==> src/nirpd_pkg.sv <==
// Package for the NEC infrared pulse decoder.
// Holds register indexes and reset values, position and status codes, and the
// structs shared by the configuration, core and top-level modules.
package nirpd_pkg;

    localparam int CFG_W       = 8;
    localparam int CFG_ADDR_W  = 3;
    localparam int TICK_W      = 8;
    localparam int POS_W       = 7;
    localparam int KEY_W       = 32;
    localparam int STAT_W      = 2;
    localparam int DEF_CODE_BITS = 32;

    // Register indexes on the configuration port.
    localparam logic [CFG_ADDR_W-1:0] REG_HEADER_MARK_MIN     = 3'd0;
    localparam logic [CFG_ADDR_W-1:0] REG_TWO_MS_TICKS        = 3'd1;
    localparam logic [CFG_ADDR_W-1:0] REG_SHORT_MARK_MIN      = 3'd2;
    localparam logic [CFG_ADDR_W-1:0] REG_THREE_MS_TICKS      = 3'd3;
    localparam logic [CFG_ADDR_W-1:0] REG_FOUR_MS_TICKS       = 3'd4;
    localparam logic [CFG_ADDR_W-1:0] REG_FIVE_MS_TICKS       = 3'd5;
    localparam logic [CFG_ADDR_W-1:0] REG_BIT_SPACE_THRESHOLD = 3'd6;

    // Register reset values.
    localparam logic [CFG_W-1:0] RST_HEADER_MARK_MIN     = 8'd145;
    localparam logic [CFG_W-1:0] RST_TWO_MS_TICKS        = 8'd32;
    localparam logic [CFG_W-1:0] RST_SHORT_MARK_MIN      = 8'd4;
    localparam logic [CFG_W-1:0] RST_THREE_MS_TICKS      = 8'd48;
    localparam logic [CFG_W-1:0] RST_FOUR_MS_TICKS       = 8'd64;
    localparam logic [CFG_W-1:0] RST_FIVE_MS_TICKS       = 8'd80;
    localparam logic [CFG_W-1:0] RST_BIT_SPACE_THRESHOLD = 8'd18;

    // Position counter codes; zero and up are data bit positions.
    localparam logic signed [POS_W-1:0] POS_ERROR     = -7'sd10;
    localparam logic signed [POS_W-1:0] POS_RPT_SPACE = -7'sd5;
    localparam logic signed [POS_W-1:0] POS_RPT_MARK  = -7'sd4;
    localparam logic signed [POS_W-1:0] POS_HEADER    = -7'sd2;
    localparam logic signed [POS_W-1:0] POS_HDR_DONE  = -7'sd1;
    localparam logic signed [POS_W-1:0] POS_ZERO      = 7'sd0;
    localparam logic signed [POS_W-1:0] POS_MAX       = 7'sd63;

    // Result status codes.
    localparam logic [STAT_W-1:0] ST_BUSY   = 2'd0;
    localparam logic [STAT_W-1:0] ST_NEWKEY = 2'd1;
    localparam logic [STAT_W-1:0] ST_REPEAT = 2'd2;
    localparam logic [STAT_W-1:0] ST_ERROR  = 2'd3;

    typedef struct packed {
        logic [CFG_W-1:0] header_mark_min;
        logic [CFG_W-1:0] two_ms_ticks;
        logic [CFG_W-1:0] short_mark_min;
        logic [CFG_W-1:0] three_ms_ticks;
        logic [CFG_W-1:0] four_ms_ticks;
        logic [CFG_W-1:0] five_ms_ticks;
        logic [CFG_W-1:0] bit_space_threshold;
    } t_cfg;

    typedef struct packed {
        logic              forget_held_key;
        logic [KEY_W-1:0]  key_code;
        logic [STAT_W-1:0] status;
    } t_result;

endpackage

==> src/nirpd_cfg_regs.sv <==
// Configuration register file of the NEC infrared pulse decoder.
// Seven byte-wide timing registers behind a plain write port; uses nirpd_pkg.
module nirpd_cfg_regs
    import nirpd_pkg::*;
(
    input  logic                  i_clk,
    input  logic                  i_rst_n,
    input  logic                  i_cfg_wr_en,
    input  logic [CFG_ADDR_W-1:0] i_cfg_addr,
    input  logic [CFG_W-1:0]      i_cfg_wdata,
    output t_cfg                  o_cfg
);

    t_cfg r_cfg;

    always_ff @(posedge i_clk) begin
        if (!i_rst_n) begin
            r_cfg.header_mark_min     <= RST_HEADER_MARK_MIN;
            r_cfg.two_ms_ticks        <= RST_TWO_MS_TICKS;
            r_cfg.short_mark_min      <= RST_SHORT_MARK_MIN;
            r_cfg.three_ms_ticks      <= RST_THREE_MS_TICKS;
            r_cfg.four_ms_ticks       <= RST_FOUR_MS_TICKS;
            r_cfg.five_ms_ticks       <= RST_FIVE_MS_TICKS;
            r_cfg.bit_space_threshold <= RST_BIT_SPACE_THRESHOLD;
        end else if (i_cfg_wr_en) begin
            case (i_cfg_addr)
                REG_HEADER_MARK_MIN:     r_cfg.header_mark_min     <= i_cfg_wdata;
                REG_TWO_MS_TICKS:        r_cfg.two_ms_ticks        <= i_cfg_wdata;
                REG_SHORT_MARK_MIN:      r_cfg.short_mark_min      <= i_cfg_wdata;
                REG_THREE_MS_TICKS:      r_cfg.three_ms_ticks      <= i_cfg_wdata;
                REG_FOUR_MS_TICKS:       r_cfg.four_ms_ticks       <= i_cfg_wdata;
                REG_FIVE_MS_TICKS:       r_cfg.five_ms_ticks       <= i_cfg_wdata;
                REG_BIT_SPACE_THRESHOLD: r_cfg.bit_space_threshold <= i_cfg_wdata;
                default: begin
                    // Writes to unused indexes are dropped.
                end
            endcase
        end
    end

    assign o_cfg = r_cfg;

endmodule

==> src/nirpd_core.sv <==
// Decode core of the NEC infrared pulse decoder: mark classing, space handling,
// position counter and received code register; uses nirpd_pkg.
module nirpd_core
    import nirpd_pkg::*;
#(
    parameter int CODE_BITS = DEF_CODE_BITS
) (
    input  logic              i_clk,
    input  logic              i_rst_n,
    input  logic              i_adv,
    input  logic [TICK_W-1:0] i_mark,
    input  logic [TICK_W-1:0] i_space,
    input  t_cfg              i_cfg,
    output t_result           o_result
);

    localparam int IDX_W = $clog2(CODE_BITS);
    localparam logic signed [POS_W-1:0] LAST_POS = POS_W'(CODE_BITS - 1);

    logic signed [POS_W-1:0] r_pos;
    logic signed [POS_W-1:0] n_pos;
    logic [CODE_BITS-1:0]    r_code;
    logic [CODE_BITS-1:0]    n_code;

    logic                    hdr_mark;
    logic                    short_mark;
    logic                    long_space;
    logic                    bit_one;
    logic                    store;
    logic [IDX_W-1:0]        idx;
    logic signed [POS_W-1:0] pos_mark;
    logic [TICK_W:0]         hdr_limit;
    logic [STAT_W-1:0]       status;
    logic                    forget;

    always_comb begin
        hdr_limit  = {1'b0, i_cfg.header_mark_min} + {1'b0, i_cfg.two_ms_ticks};
        hdr_mark   = (i_mark >= i_cfg.header_mark_min) && ({1'b0, i_mark} <= hdr_limit);
        short_mark = (i_mark >= i_cfg.short_mark_min)
                     && (i_mark <= (i_cfg.header_mark_min >> 3));
        long_space = i_space >= i_cfg.three_ms_ticks;
        bit_one    = i_space >= i_cfg.bit_space_threshold;

        if (hdr_mark) begin
            pos_mark = POS_HEADER;
        end else if (short_mark) begin
            pos_mark = (r_pos < POS_MAX) ? r_pos + 7'sd1 : r_pos;
        end else begin
            pos_mark = POS_ERROR;
        end

        store  = 1'b0;
        status = ST_BUSY;
        forget = 1'b0;
        n_pos  = pos_mark;
        idx    = pos_mark[IDX_W-1:0];

        if (!long_space && pos_mark >= POS_ZERO) begin
            // A bit beyond the code register is a frame error.
            if (pos_mark > LAST_POS) begin
                n_pos = POS_ERROR;
            end else begin
                store = 1'b1;
            end
        end else if (long_space && pos_mark > POS_ZERO) begin
            status = ST_NEWKEY;
        end else if (pos_mark == POS_HEADER && i_space >= i_cfg.two_ms_ticks
                     && i_space <= i_cfg.three_ms_ticks) begin
            n_pos = POS_RPT_SPACE;
        end else if (long_space && pos_mark == POS_RPT_MARK) begin
            status = ST_REPEAT;
            n_pos  = pos_mark + 7'sd1;
        end else if (pos_mark == POS_HEADER && i_space >= i_cfg.four_ms_ticks
                     && i_space <= i_cfg.five_ms_ticks) begin
            n_pos  = POS_HDR_DONE;
            forget = 1'b1;
        end else begin
            n_pos = POS_ERROR;
        end

        if (n_pos <= POS_ERROR) begin
            status = ST_ERROR;
            forget = 1'b1;
        end

        n_code = r_code;
        for (int i = 0; i < CODE_BITS; i++) begin
            if (store && idx == IDX_W'(i)) begin
                n_code[i] = bit_one;
            end
        end
    end

    always_ff @(posedge i_clk) begin
        if (!i_rst_n) begin
            r_pos  <= POS_ZERO;
            r_code <= '0;
        end else if (i_adv) begin
            r_pos  <= n_pos;
            r_code <= n_code;
        end
    end

    assign o_result.status          = status;
    assign o_result.key_code        = KEY_W'(n_code);
    assign o_result.forget_held_key = forget;

endmodule

==> src/nec_ir_pulse_decoder.sv <==
// NEC infrared pulse decoder, top level: input beat register, decode core,
// result register and configuration registers; uses nirpd_pkg.
//
// Each input beat carries one mark width and the following space width in
// timer ticks and yields exactly one result beat with the status, the code
// register contents after the update and the forget-held-key flag. A beat
// goes through the input register, then the decode logic into the result
// register. A new beat is taken every cycle unless the result register is
// full and not drained; the single decode pass also updates the position
// counter and code register. The user must write configuration registers
// through the plain write port only while idle; the block does not enforce it.
module nec_ir_pulse_decoder
    import nirpd_pkg::*;
#(
    parameter int CODE_BITS = DEF_CODE_BITS
) (
    input  logic                  i_clk,
    input  logic                  i_rst_n,
    input  logic                  s_axis_tvalid,
    output logic                  s_axis_tready,
    input  logic [15:0]           s_axis_tdata,  // [7:0] mark_ticks, [15:8] space_ticks
    output logic                  m_axis_tvalid,
    input  logic                  m_axis_tready,
    output logic [39:0]           m_axis_tdata,  // [1:0] status, [33:2] key_code,
                                                 // [34] forget_held_key, [39:35] zero
    input  logic                  i_cfg_wr_en,
    input  logic [CFG_ADDR_W-1:0] i_cfg_addr,
    input  logic [CFG_W-1:0]      i_cfg_wdata
);

    t_cfg              cfg;
    t_result           result;
    logic              adv;
    logic              r_in_valid;
    logic [TICK_W-1:0] r_mark;
    logic [TICK_W-1:0] r_space;
    logic              r_out_valid;
    t_result           r_out;

    nirpd_cfg_regs u_cfg_regs (
        .i_clk       (i_clk),
        .i_rst_n     (i_rst_n),
        .i_cfg_wr_en (i_cfg_wr_en),
        .i_cfg_addr  (i_cfg_addr),
        .i_cfg_wdata (i_cfg_wdata),
        .o_cfg       (cfg)
    );

    nirpd_core #(
        .CODE_BITS (CODE_BITS)
    ) u_core (
        .i_clk    (i_clk),
        .i_rst_n  (i_rst_n),
        .i_adv    (adv),
        .i_mark   (r_mark),
        .i_space  (r_space),
        .i_cfg    (cfg),
        .o_result (result)
    );

    // The held beat moves on whenever the result register is empty or drained.
    assign adv           = r_in_valid && (!r_out_valid || m_axis_tready);
    assign s_axis_tready = !r_in_valid || adv;

    always_ff @(posedge i_clk) begin
        if (!i_rst_n) begin
            r_in_valid  <= 1'b0;
            r_out_valid <= 1'b0;
        end else begin
            if (s_axis_tready) begin
                r_in_valid <= s_axis_tvalid;
            end
            if (adv) begin
                r_out_valid <= 1'b1;
            end else if (m_axis_tready) begin
                r_out_valid <= 1'b0;
            end
        end
    end

    always_ff @(posedge i_clk) begin
        if (s_axis_tready && s_axis_tvalid) begin
            r_mark  <= s_axis_tdata[7:0];
            r_space <= s_axis_tdata[15:8];
        end
        if (adv) begin
            r_out <= result;
        end
    end

    assign m_axis_tvalid = r_out_valid;
    assign m_axis_tdata  = {5'b0, r_out};

endmodule

==> config.mk <==
export PLATFORM = sky130hd
export DESIGN_NAME = nec_ir_pulse_decoder
export DESIGN_NICKNAME = d
export VERILOG_FILES = /design/src/nirpd_pkg.sv /design/src/nirpd_cfg_regs.sv /design/src/nirpd_core.sv /design/src/nec_ir_pulse_decoder.sv
export SDC_FILE = /design/constraint.sdc
export NUM_CORES = 1
export LEC_CHECK = 0
export ABC_CLOCK_PERIOD_IN_PS = 8660
export CAP_MARGIN = 0
export CORE_ASPECT_RATIO = 1.5
export CORE_MARGIN = 3
export CORE_UTILIZATION = 35
export CTS_CLUSTER_SIZE = 14
export DETAILED_ROUTE_END_ITERATION = 8
export DONT_BUFFER_PORTS = 1
export GPL_ROUTABILITY_DRIVEN = 0
export SYNTH_ARGS = -nofsm -noshare
export SYNTH_HDL_FRONTEND = slang
export SYNTH_SLANG_ARGS = --single-unit
==> constraint.sdc <==
create_clock -name i_clk -period 8.66 [get_ports i_clk]
set_clock_uncertainty 0.05 [all_clocks]
set_input_delay 0.433 -clock i_clk [delete_from_list [all_inputs] [get_ports i_clk]]
set_output_delay 0.433 -clock i_clk [all_outputs]
set_load 0.01 [all_outputs]
# [Word level (Yosys, flattened, before mapping)]
# Cells that the tools add are included.
[totals] in_bits=32 regBits=148
[classes] n_eq_ne=39 n_reduce_logical=58 n_lt_le_gt_ge=15 addsub=3 muxes=54
[op_table] op="equality test 5 bit, second input constant" n=16
[op_table] op="2-to-1 mux 7 bit" n=8
[op_table] op=">= comparator 8 bit" n=6
[op_table] op="logical AND 1 bit" n=43
[op_table] op="2-to-1 mux 1 bit" n=41
[op_table] op="equality test 5 x 4 -> 1 bit, second input constant" n=8
[op_table] op="equality test 5 x 3 -> 1 bit, second input constant" n=4
[op_table] op="less-or-equal comparator 8 bit" n=2
[op_table] op="adder 7 x 2 -> 7 bit, second input constant" n=2
[op_table] op="AND reduction 2 bit" n=7
[op_table] op="equality test 5 x 2 -> 1 bit, second input constant" n=2
[op_table] op="adder 8 x 8 -> 9 bit" n=1
[op_table] op="equality test 3 bit, second input constant" n=3
[op_table] op="less-or-equal comparator 8 x 9 -> 1 bit" n=1
[op_table] op="less-or-equal comparator 8 x 5 -> 1 bit" n=1
[op_table] op="2-to-1 mux 2 bit" n=4
[op_table] op="equality test 7 x 2 -> 1 bit, second input constant" n=1
[op_table] op="equality test 7 x 3 -> 1 bit, second input constant" n=1
[op_table] op=">= comparator 7 x 1 -> 1 bit, second input constant" n=1
[op_table] op="greater-than comparator 7 x 1 -> 1 bit, second input constant" n=1
[op_table] op="greater-than comparator 7 x 6 -> 1 bit, second input constant" n=1
[op_table] op="less-or-equal comparator 7 x 5 -> 1 bit, second input constant" n=1
[op_table] op="< comparator 7 bit, second input constant" n=1
[op_table] op="equality test 3 x 2 -> 1 bit, second input constant" n=2
[op_table] op="other kinds (8)" n=11

# [Longest topological paths before layout]
# Gate-level depths: netlist of run 1.
[depth] depth_word=13 depth_mapped=23

# [Modules after synthesis]
# Synthesis of run 1 repeated with hierarchy kept, for this count alone.
[hier_totals] hier_cells=925 hier_area_um2=8822.2
[by_module_without_submodules] mod="nirpd_core" seq_area_each_um2=780.7 n_inst=1 area_each_um2=4964.8 cells_per_inst=649
[by_module_without_submodules] mod="nirpd_cfg_regs" seq_area_each_um2=1121.1 n_inst=1 area_each_um2=2180.8 cells_per_inst=210
[by_module_without_submodules] mod="nec_ir_pulse_decoder" seq_area_each_um2=1571.5 n_inst=1 area_each_um2=1676.6 cells_per_inst=66

# [Least setup slack after synthesis of run 1]
# Ideal clock, no wire load.
[synth_timing] kind="register to register" from="register u_cfg_regs.r_cfg, in the netlist u_cfg_regs.o_cfg[40]" to="register r_out, in the netlist m_axis_tdata[0] (data pin)" slack_ps=3897 t_arrival_ps=4452 t_required_ps=8349 path_buffers=0 stages_incl_launch_ff=20 path_cell_list="dfxtp_1 > ha_1 > fa_1 > a211oi_1 > o21bai_1 > a21oi_1 > xor2_1 > ha_1 > a22oi_1 > o211a_1 > a211o_1 > o221ai_2 > nand2_1 > or3_1 > nor2b_1 > ha_1 > a21oi_1 > a211o_1 > o311ai_0 > a221o_2"
[synth_via] elab_chain_len=13 elab_cells_between_ends=28
[synth_lines] item="start, declared" line="nirpd_cfg_regs.sv:14" rtl="t_cfg r_cfg;"
[synth_lines] item="branches (longest 13 deep; another with adder 8 x 8 -> 9 bit)"
[synth_lines] item="end signal, assigned" line="nec_ir_pulse_decoder.sv:87" rtl="r_out <= result;"
[synth_lines] item="end, declared" line="nec_ir_pulse_decoder.sv:38" rtl="t_result r_out;"
# Several ways; the timed one is not identified.
# A chain may end at the register's enable or synchronous reset.

# [Final worst setup path of run 1]
# Ends and elaborated chain as after synthesis.

==> results of run 1 <==
-- cell usage after synthesis, drive strengths merged, types with 13 or more instances --
master and count:
inv 65, nand3 19, a31oi 29, buf 20, o211ai 15, a21oi 124, nor3 13, a311oi 23
and3 15, a21o 17, clkbuf 28, o21ai 20, edfxtp 51, nor2 48, dfxtp 97, ha 82
nand2 131, a211oi 18
-- metal layers --
metal	GRT usage, %	part of all wire, %	vias to the layer above
li1	-	-	3357
met1	19.8	42	3131
met2	28.9	51	176
met3	2.99	3.8	40
met4	7.28	3.0	0
met5	0	0	-
-- state kept, by name (all words and copies together) (netlist names) --
| register | flops |
|---|---|
| m_axis_tdata | 35 |
| m_axis_tvalid | 1 |
| r_in_valid | 1 |
| r_mark | 8 |
| r_space | 8 |
| u_cfg_regs.o_cfg | 56 |
| u_core.r_code | 32 |
| u_core.r_pos | 7 |
-- metrics by stage --
stage | instance area (um^2) | hold slack [ps]
after floorplan | 8380 | 386
after global placement | 8570 | 392
after detailed placement | 8570 | 396
after CTS | 9150 | 17.1
after global routing | 9150 | 23.6
final | 9150 | 29.1
-- critical path: stages (launching register included) --
cell	delay (ps)
dfxtp_1	330
ha_1	230
fa_1	430
a211oi_1	320
o21bai_1	110
a21oi_1	180
xor2_1	160
ha_1	270
o21a_1	120
o21a_1	160
o22ai_1	240
o221a_4	270
nor2_1	120
nand2_1	140
ha_1	560
o211ai_1	220
or2_2	350
o22ai_1	250
o311ai_0	220
a221o_2	410
-- worst max-delay path by stage --
stage	startpoint	end	cells after the start
after floorplan	u_cfg_regs.o_cfg[40]	m_axis_tdata[0]	19
after global placement	u_cfg_regs.o_cfg[40]	m_axis_tdata[0]	19
after detailed placement	u_cfg_regs.o_cfg[40]	m_axis_tdata[0]	19
after CTS	u_cfg_regs.o_cfg[40]	m_axis_tdata[0]	19
after global routing	u_cfg_regs.o_cfg[40]	m_axis_tdata[0]	20
final	u_cfg_regs.o_cfg[40]	m_axis_tdata[0]	19
-- cell families after synthesis --
logic type / count (synthesis) / synth area share, %
mux: 2 / 0.254
buf+inv: 113 / 5.85
compound gates: 296 / 23.0
flops: 148 / 41.5
fa+ha+maj: 83 / 12.5
other cells: 1 / 0.0448
simple gates: 281 / 16.2
xor+xnor: 6 / 0.628
-- power breakdown --
| part | leakage [uW] | internal, uW | total [uW] | switching, uW |
|---|---|---|---|---|
| sequential | 0.00127 | 739 | 763 | 23.5 |
| clock | 0.000290 | 426 | 744 | 318 |
| combinational | 0.00180 | 56.2 | 155 | 99.1 |
| total | 0.00337 | 1220 | 1660 | 441 |
-- area by class of cell --
| class | instances | area, um^2 |
|---|---|---|
| clock buffers | 20 | 468 |
| clock inverters | 12 | 116 |
| fillers | 2330 | 14100 |
| inverters | 65 | 244 |
| multi-input cells | 673 | 4430 |
| flip-flops and latches | 148 | 3470 |
| well taps | 315 | 394 |
| repair buffers | 4 | 30.0 |
==> impl_metrics.py, run 1 <==
metrics = {
    "synthesis": {
        "syn_inst": 930,
        "synth_flop_cell": "dfxtp_1",
        "synth_edf_count": 51,
        "yosysWarningCount": 0,
        "synthTopCellsByArea": "dfxtp_1, edfxtp_1, ha_1",
        "yosysUniqueCellTypes": 72,
        "syn_area_um2": 8360,
        "async_flop_share_pct": 0,
        "synth_area_leader_cell": "dfxtp_1",
        "netlist.area_leader.share_pct": 23.2,
        "synth-seq-cells": 148,
        "synth.avg_cell_area_um2": 8.99,
        "yosysSeqAreaShare_pct": 41.5,
    },
    "floorplanning": {
        "die_h_um": 195,
        "num_io_pins": 74,
        "die_x_um": 132,
        "start_util_pct": 36.0,
        "num_rows": 68,
        "core_region_area_um2": 23200,
        "dieArea_um2": 25800,
    },
    "routing": {
        "drtPass1Iterations": 5,
        "drc": 0,
        "vias": 6704,
        "wire_per_inst_um": 17.1,
        "initialDrtViolationCount": 445,
        "ant_nets": 0,
        "vias_per_cell": 5.42,
        "routed_wl_mm": 21.1,
    },
    "clocking": {
        "h-tree-depth": 4,
        "cts_root_buf": "clkbuf_16",
        "cts.sinks": 148,
        "clk_pin_slew_worst_paths_ps": 70,
        "ctsResizeCount": 0,
        "insertion_delay_ps": 430,
        "post_cts_buffers": 0,
        "cts_buffers": 17,
        "cts_tree": "done",
        "postCtsHoldBufs": 0,
        "cts.path.max_buffers": 2,
    },
    "critical_path": {
        "cp-start-kind": "flop",
        "endpoint_kind": "flop",
        "worstReg2RegStart": "u_cfg_regs.o_cfg[40]",
        "critPathMaxFanout": 16,
        "r2r_end": "m_axis_tdata[0]",
        "cp_data_arrival_time_ps": 5540,
        "r2r_slack_ps": 3250,
        "reg2reg_depth": 19,
        "criticalPathCategory": "reg -> reg",
        "required_ps": 8790,
    },
    "min_path": {
        "hold_path_startpoint": "i_rst_n",
        "min_path_cells": 1,
        "worstHoldEndpoint": "u_cfg_regs.o_cfg[48]",
        "worstHoldPathType": "in -> reg",
    },
    "timing": {
        "rsz0062_at_grt": "false",
        "timing.final.crit_share_pct": 62.5,
        "fmax_ghz": 0.185,
        "setup_tns_ps": 0,
        "hold_viol_final": 0,
        "slew_viol_final": 0,
        "min_period_ps": 5410,
        "worst_pin_slew_ps": 1240,
        "slew_headroom_pct": 16.5,
        "setup_slack_ps": 3250,
        "finalSetupViolations": 0,
    },
    "outcome": {
        "outcome": "finished clean",
    },
    "placed_design": {
        "hpwlAfterDp_mm": 15.2,
        "io_buffers": 0,
        "place_ws_ps": 3280,
        "dp.cells": 1205,
    },
    "final_layout": {
        "finalNetCount": 1024,
        "final_cell_mix": "nand2_1, a21oi_1, dfxtp_1, ha_1, inv_1",
        "layout_commonest_cell": "nand2_1",
        "utilization_pct": 39.4,
        "syn_to_final_growth_pct": 9.47,
        "drive_above_1_share_pct": 6.83,
        "n_antenna_cell": 0,
        "finalNonFillerCells": 1237,
    },
    "global_route": {
        "antenna_found_initial": 0,
        "grt_max_degree": 65,
        "grt_overflow": 0,
        "grt_pass1_wl_mm": 34.2,
        "grt_pass1_vias": 6294,
        "track_usage_pct": 16.5,
    },
    "power": {
        "power_density_nw_per_um2": 182,
        "p_leak_uw": 0.00337,
        "ir_drop_mv": 0.127,
        "finalPower_uw": 1660,
    },
    "job": {
        "drv_cap": 0,
    },
}
Note: power is estimated with default switching activity, not from simulation.
==> run 2, diff against run 1 <==
ABC_AREA = 1   (was not set)
ABC_CLOCK_PERIOD_IN_PS = 5500   (was 8660)
clock period = 5.5 ns   (was 8.66 ns; I/O delays follow)
==> impl_metrics.py, run 2 <==
metrics = {
    "routing": {
        "vias_per_cell": 4.84,
        "initialDrtViolationCount": 296,
        "drc": 0,
        "wire_per_inst_um": 15.2,
        "ant_nets": 0,
        "vias": 6577,
        "routed_wl_mm": 20.6,
        "drtPass1Iterations": 4,
    },
    "global_route": {
        "track_usage_pct": 16.2,
        "grt_overflow": 0,
        "antenna_found_initial": 0,
        "grt_pass1_vias": 6269,
        "grt_pass1_wl_mm": 33.0,
        "grt_max_degree": 65,
    },
    "final_layout": {
        "layout_commonest_cell": "inv_1",
        "n_antenna_cell": 0,
        "finalNetCount": 1146,
        "largest_reg_flops": 56,
        "syn_to_final_growth_pct": 14.3,
        "drive_above_1_share_pct": 9.87,
        "final_cell_mix": "inv_1, nor2_1, nand2_1, a21oi_1, dfxtp_1",
    },
    "timing": {
        "slew_headroom_pct": 54.0,
        "timing.final.crit_share_pct": 74.8,
        "rsz0062_at_grt": "false",
        "slew_viol_final": 0,
        "hold_viol_final": 0,
        "min_period_ps": 4110,
        "setup_tns_ps": 0,
        "finalSetupViolations": 0,
        "holdWs_ps": 6.29,
        "worst_pin_slew_ps": 685,
        "fmax_ghz": 0.243,
    },
    "synthesis": {
        "synth.avg_cell_area_um2": 8.22,
        "async_flop_share_pct": 0,
        "synth_edf_count": 51,
        "yosysUniqueCellTypes": 51,
        "yosysWarningCount": 0,
        "synth_common_cells": "inv_1, nor2_1, nand2_1",
        "syn_inst": 1010,
        "synth_flop_cell": "dfxtp_1",
        "netlist.area_leader.share_pct": 23.4,
        "synth.most_common_cell": "inv_1",
        "synth-seq-cells": 148,
        "synth_area_leader_cell": "dfxtp_1",
        "syn_area_um2": 8300,
        "yosysSeqAreaShare_pct": 41.8,
        "synthTopCellsByArea": "dfxtp_1, edfxtp_1, ha_1",
    },
    "clocking": {
        "cts_tree": "done",
        "ctsResizeCount": 0,
        "cts.path.max_buffers": 2,
        "clk_pin_slew_worst_paths_ps": 70,
        "cts.sinks": 148,
        "cts_buffers": 17,
        "insertion_delay_ps": 440,
        "h-tree-depth": 4,
        "cts_root_buf": "clkbuf_16",
    },
    "critical_path": {
        "cp-start-kind": "flop",
        "r2r_slack_ps": 1390,
        "criticalPathCategory": "reg -> reg",
        "r2r_end": "u_core.r_code[11]",
        "endpoint_kind": "flop",
        "cp-startpoint": "u_cfg_regs.o_cfg[40]",
        "required_ps": 5800,
        "worstReg2RegStart": "u_cfg_regs.o_cfg[40]",
        "reg2reg_depth": 22,
        "critPathMaxFanout": 21,
        "cp_data_arrival_time_ps": 4410,
        "cp-endpoint": "u_core.r_code[11]",
    },
    "placed_design": {
        "io_buffers": 0,
        "hpwlAfterDp_mm": 14.4,
    },
    "floorplanning": {
        "start_util_pct": 35.9,
        "num_rows": 68,
        "die_x_um": 132,
        "num_io_pins": 74,
        "die_h_um": 195,
        "dieArea_um2": 25600,
        "core_region_area_um2": 23100,
    },
    "outcome": {
        "outcome": "finished clean",
    },
    "min_path": {
        "worstHoldPathType": "in -> reg",
    },
    "power": {
        "ir_drop_mv": 0.215,
        "power_density_nw_per_um2": 292,
        "p_leak_uw": 0.00404,
    },
    "job": {
        "drv_cap": 0,
    },
}
==> run 2: changes by cell type after synthesis, sizes merged, moves of 7 or more <==
| cell | before | now |
|---|---|---|
| nor2 | 48 | 144 |
| nand2b | 11 | 0 |
| a311oi | 23 | 0 |
| o21ai | 20 | 89 |
| a31oi | 29 | 16 |
| a21oi | 124 | 107 |
| and3 | 15 | 0 |
| nand3 | 19 | 27 |
| inv | 65 | 158 |
| nor3 | 13 | 4 |
| a21o | 17 | 1 |
| nand4 | 7 | 15 |
| nor2b | 7 | 0 |
| buf | 20 | 13 |
==> run 2: worst min path at each step <==
stage	from	endpoint	slack, ps	depth (start not counted)
global route	i_cfg_wdata[4]	u_cfg_regs.o_cfg[36]	40	2
detailed placement	s_axis_tdata[13]	r_space[5]	320	0
CTS	i_cfg_wdata[7]	u_cfg_regs.o_cfg[31]	3	2
global placement	i_rst_n	u_cfg_regs.o_cfg[48]	320	1
finish	i_cfg_wdata[7]	u_cfg_regs.o_cfg[31]	6	2
floorplan	s_axis_tdata[0]	r_mark[0]	320	0
==> run 2: final cells by class <==
cell class / count / area [um^2]
fillers: 2344 / 13700
multi-input cells: 669 / 4060
flip-flops and latches: 148 / 3470
inverters: 160 / 601
clock buffers: 17 / 425
well taps: 315 / 394
repair buffers: 35 / 358
clock inverters: 15 / 181
==> run 2: layer usage <==
| metal | vias to the layer above | track usage (%) | share of wire (%) |
|---|---|---|---|
| met5 | - | 0 | 0 |
| met4 | 0 | 5.37 | 1.7 |
| met3 | 23 | 2.38 | 2.1 |
| met2 | 104 | 31.5 | 55 |
| met1 | 3032 | 17.9 | 42 |
| li1 | 3418 | - | - |
==> run 2: critical path, cell delays in order, from the launching register on <==
cell and delay [ps]:
dfxtp_1 340, ha_1 230, fa_1 410, nand2_1 90
nand2_1 60, a21oi_2 180, nor2_1 60, a21oi_1 150
xor2_1 170, ha_1 260, nand2_1 90, nor2_1 50
nand4_1 60, nand3_1 80, nor2_1 90, nand2_1 90
nand2_4 210, nand4_4 220, nor2_4 510, nand2_1 200
a21oi_2 200, nor2_1 60, a211oi_1 190
==> run 2: logic make-up after synthesis <==
family | count (synthesis) | synth area share (%)
compound gates | 250 | 17.4
xor+xnor | 6 | 0.633
fa+ha+maj | 83 | 12.6
buf+inv | 197 | 9.57
flops | 148 | 41.8
other cells | 1 | 0.0452
simple gates | 325 | 18.0
==> run 2: what timing repair did <==
| action | in CTS | in global routing |
|---|---|---|
| hold endpoints to repair | 82 | 0 |
| endpoints found under the setup margin | 0 | 0 |
| hold buffers | 31 | 0 |
| buffers inserted | 0 | 0 |
==> run 2: power by group <==
part	leakage [uW]	total [uW]	internal, uW	switching (uW)
sequential	0.00128	1240	1190	44.3
combinational	0.00247	352	125	228
clock	0.000296	1180	619	565
total	0.00404	2780	1940	836
==> run 2: per-stage QoR <==
stage                     util (%)  setup WS [ps]  std cells  area, um^2  power (uW)
final                         41.0           1390       1359        9490        2780
after global routing          41.0           1000       1359        9490        2900
after global placement        37.0           1540       1296        8560        1580
after floorplan                  -           1820       1014        8320        1510
after detailed placement      37.0           1440       1296        8560        1580
after CTS                     41.0           1400       1359        9490        2800
==> run 3, diff against run 2 <==
ABC_AREA = 0   (was 1)
ABC_CLOCK_PERIOD_IN_PS = 3800   (was 5500)
clock period = 3.8 ns   (was 5.5 ns; I/O delays follow)
==> impl_metrics.py, run 3 (synthesized netlist as in run 1, its figures left out) <==
metrics = {
    "outcome": {
        "outcome": "complete, but fails checks",
        "violations": "negative setup slack",
    },
    "critical_path": {
        "cp_data_arrival_time_ps": 4590,
        "crit_chain": "ha_4, fa_2, a21oi_1, nor2_1, nor2_1, xor2_1, ha_1, nand4_1, o211a_1, a211o_1, o221a_4, nor2_4, nand2_2, ha_4, o211ai_1, nor2_1, a32o_1, a221oi_2, nand3_1, a221o_2",
        "cp-start-kind": "flop",
        "critPathMaxFanout": 3,
        "cp-startpoint": "u_cfg_regs.o_cfg[48]",
        "required_ps": 3920,
        "worstReg2RegStart": "u_cfg_regs.o_cfg[48]",
        "critPathSlowestCell": "fa_2",
        "endpoint_kind": "flop",
        "crit_buf_inv": 0,
        "criticalPathCategory": "reg -> reg",
        "max_stage_delay_ps": 370,
        "path_delay_family": "compound AO/OA/AOI/OAI gates",
        "critPathMostFrequentCell": "nor2_1",
    },
    "timing": {
        "worst_pin_slew_ps": 1170,
        "setup_tns_ps": -27650,
        "rsz0062_at_grt": "true",
        "holdWs_ps": 24.1,
        "slew_viol_final": 0,
        "finalSetupViolations": 73,
        "timing.final.crit_share_pct": 118,
        "min_period_ps": 4470,
        "setup_slack_ps": -672,
        "slew_headroom_pct": 21.6,
        "hold_viol_final": 0,
        "fmax_ghz": 0.224,
    },
    "routing": {
        "drtPass1Iterations": 7,
        "wire_per_inst_um": 17.4,
        "routed_wl_mm": 24.3,
        "vias_per_cell": 5.33,
        "drc": 0,
        "ant_nets": 0,
        "initialDrtViolationCount": 472,
        "vias": 7453,
    },
    "floorplanning": {
        "start_util_pct": 36.0,
        "dieArea_um2": 25800,
        "die_x_um": 132,
        "die_h_um": 195,
        "num_rows": 68,
        "core_region_area_um2": 23200,
        "num_io_pins": 74,
    },
    "clocking": {
        "clk_pin_slew_worst_paths_ps": 70,
        "insertion_delay_ps": 420,
        "h-tree-depth": 4,
        "cts_root_buf": "clkbuf_16",
        "cts.sinks": 148,
        "cts.path.max_buffers": 2,
        "cts_buffers": 17,
        "cts_tree": "done",
    },
    "power": {
        "ir_drop_mv": 0.259,
        "p_leak_uw": 0.00429,
        "power_density_nw_per_um2": 368,
    },
    "job": {
        "drv_cap": 0,
    },
    "final_layout": {
        "syn_to_final_growth_pct": 31.8,
        "design_area_um2": 11000,
        "finalNetCount": 1185,
        "final_cell_mix": "nand2_1, buf_4, a21oi_1, dfxtp_1, ha_1",
        "layout_commonest_cell": "nand2_1",
        "finalNonFillerCells": 1398,
        "drive_above_1_share_pct": 24.3,
        "n_antenna_cell": 0,
        "largest_reg_flops": 56,
    },
    "placed_design": {
        "io_buffers": 0,
        "dp.cells": 1298,
        "place_area_um2": 9430,
        "hpwlAfterDp_mm": 16.6,
    },
    "global_route": {
        "antenna_found_initial": 0,
        "grt_pass1_vias": 7244,
        "track_usage_pct": 18.4,
        "grt_max_degree": 65,
        "grt_overflow": 0,
        "grt_pass1_wl_mm": 38.1,
    },
    "min_path": {
        "worstHoldPathType": "in -> reg",
        "hold_path_startpoint": "i_cfg_addr[0]",
    },
}
## run 3: cell types whose count changed in the layout (fill, tap and decap cells not counted), moves of 11 or more
| cell | previous run | this run |
|---|---|---|
| buf_4 | 4 | 117 |
| nor2_1 | 132 | 40 |
| inv_1 | 144 | 62 |
| o21ai_0 | 71 | 13 |
| a311oi_1 | 0 | 23 |
| o21ai_1 | 18 | 1 |
| a21oi_1 | 98 | 112 |
| a21o_1 | 1 | 14 |
| buf_6 | 0 | 13 |
| inv_2 | 14 | 1 |
| a31oi_1 | 14 | 26 |
| nand2_1 | 115 | 126 |
## run 3: per-layer routing
metal  part of all wire (%)  vias to the layer above  GRT usage [%]
li1                       -                     3701              -
met1                     40                     3489           20.8
met2                     54                      216           34.5
met3                    3.8                       47           2.94
met4                    2.6                        0           7.20
met5                      0                        -              0
## run 3: worst min-delay path, delay by kind of cell
kind | cells | cell delay, ps
simple gates | 2 | 210
compound gates | 1 | 50
## run 3: stage by stage
stage	utilization (%)	total power [uW]	worst slack, ps
2_1_floorplan	-	2050	-550
3_3_place_gp	40.6	2190	-547
3_5_place_dp	40.6	2190	-650
4_1_cts	46.7	4080	-568
5_1_grt	47.4	4220	-853
6_report	47.4	4050	-672
## run 3: timing repair
action                                 CTS  global route
endpoints found under the hold margin   76             0
setup buffers                           28            11
resized for setup                       63            26
pin swaps                               27            29
setup endpoints to repair               73            74
hold buffers                            29             0
gates cloned                             2             0
## run 3: path summary, 6_finish.rpt
kind	cells past startpoint	end	slack, ps
worst min register to register	2	u_cfg_regs.o_cfg[17]	400
worst max register to register	20	m_axis_tdata[0]	-670
worst min-delay path	3	u_cfg_regs.o_cfg[39]	20
worst max-delay path	20	m_axis_tdata[0]	-670
## run 3: report_power, final
part           total, uW  internal, uW  switching [uW]
logic                521           215             305
clock network       1800          1120             681
registers           1730          1690            48.6
## run 3: final cells by class
cell class	count	area, um^2
fillers	2162	12200
multi-input cells	674	4860
flip-flops and latches	148	3480
repair buffers	164	1420
clock buffers	20	447
well taps	315	394
inverters	65	248
clock inverters	12	180
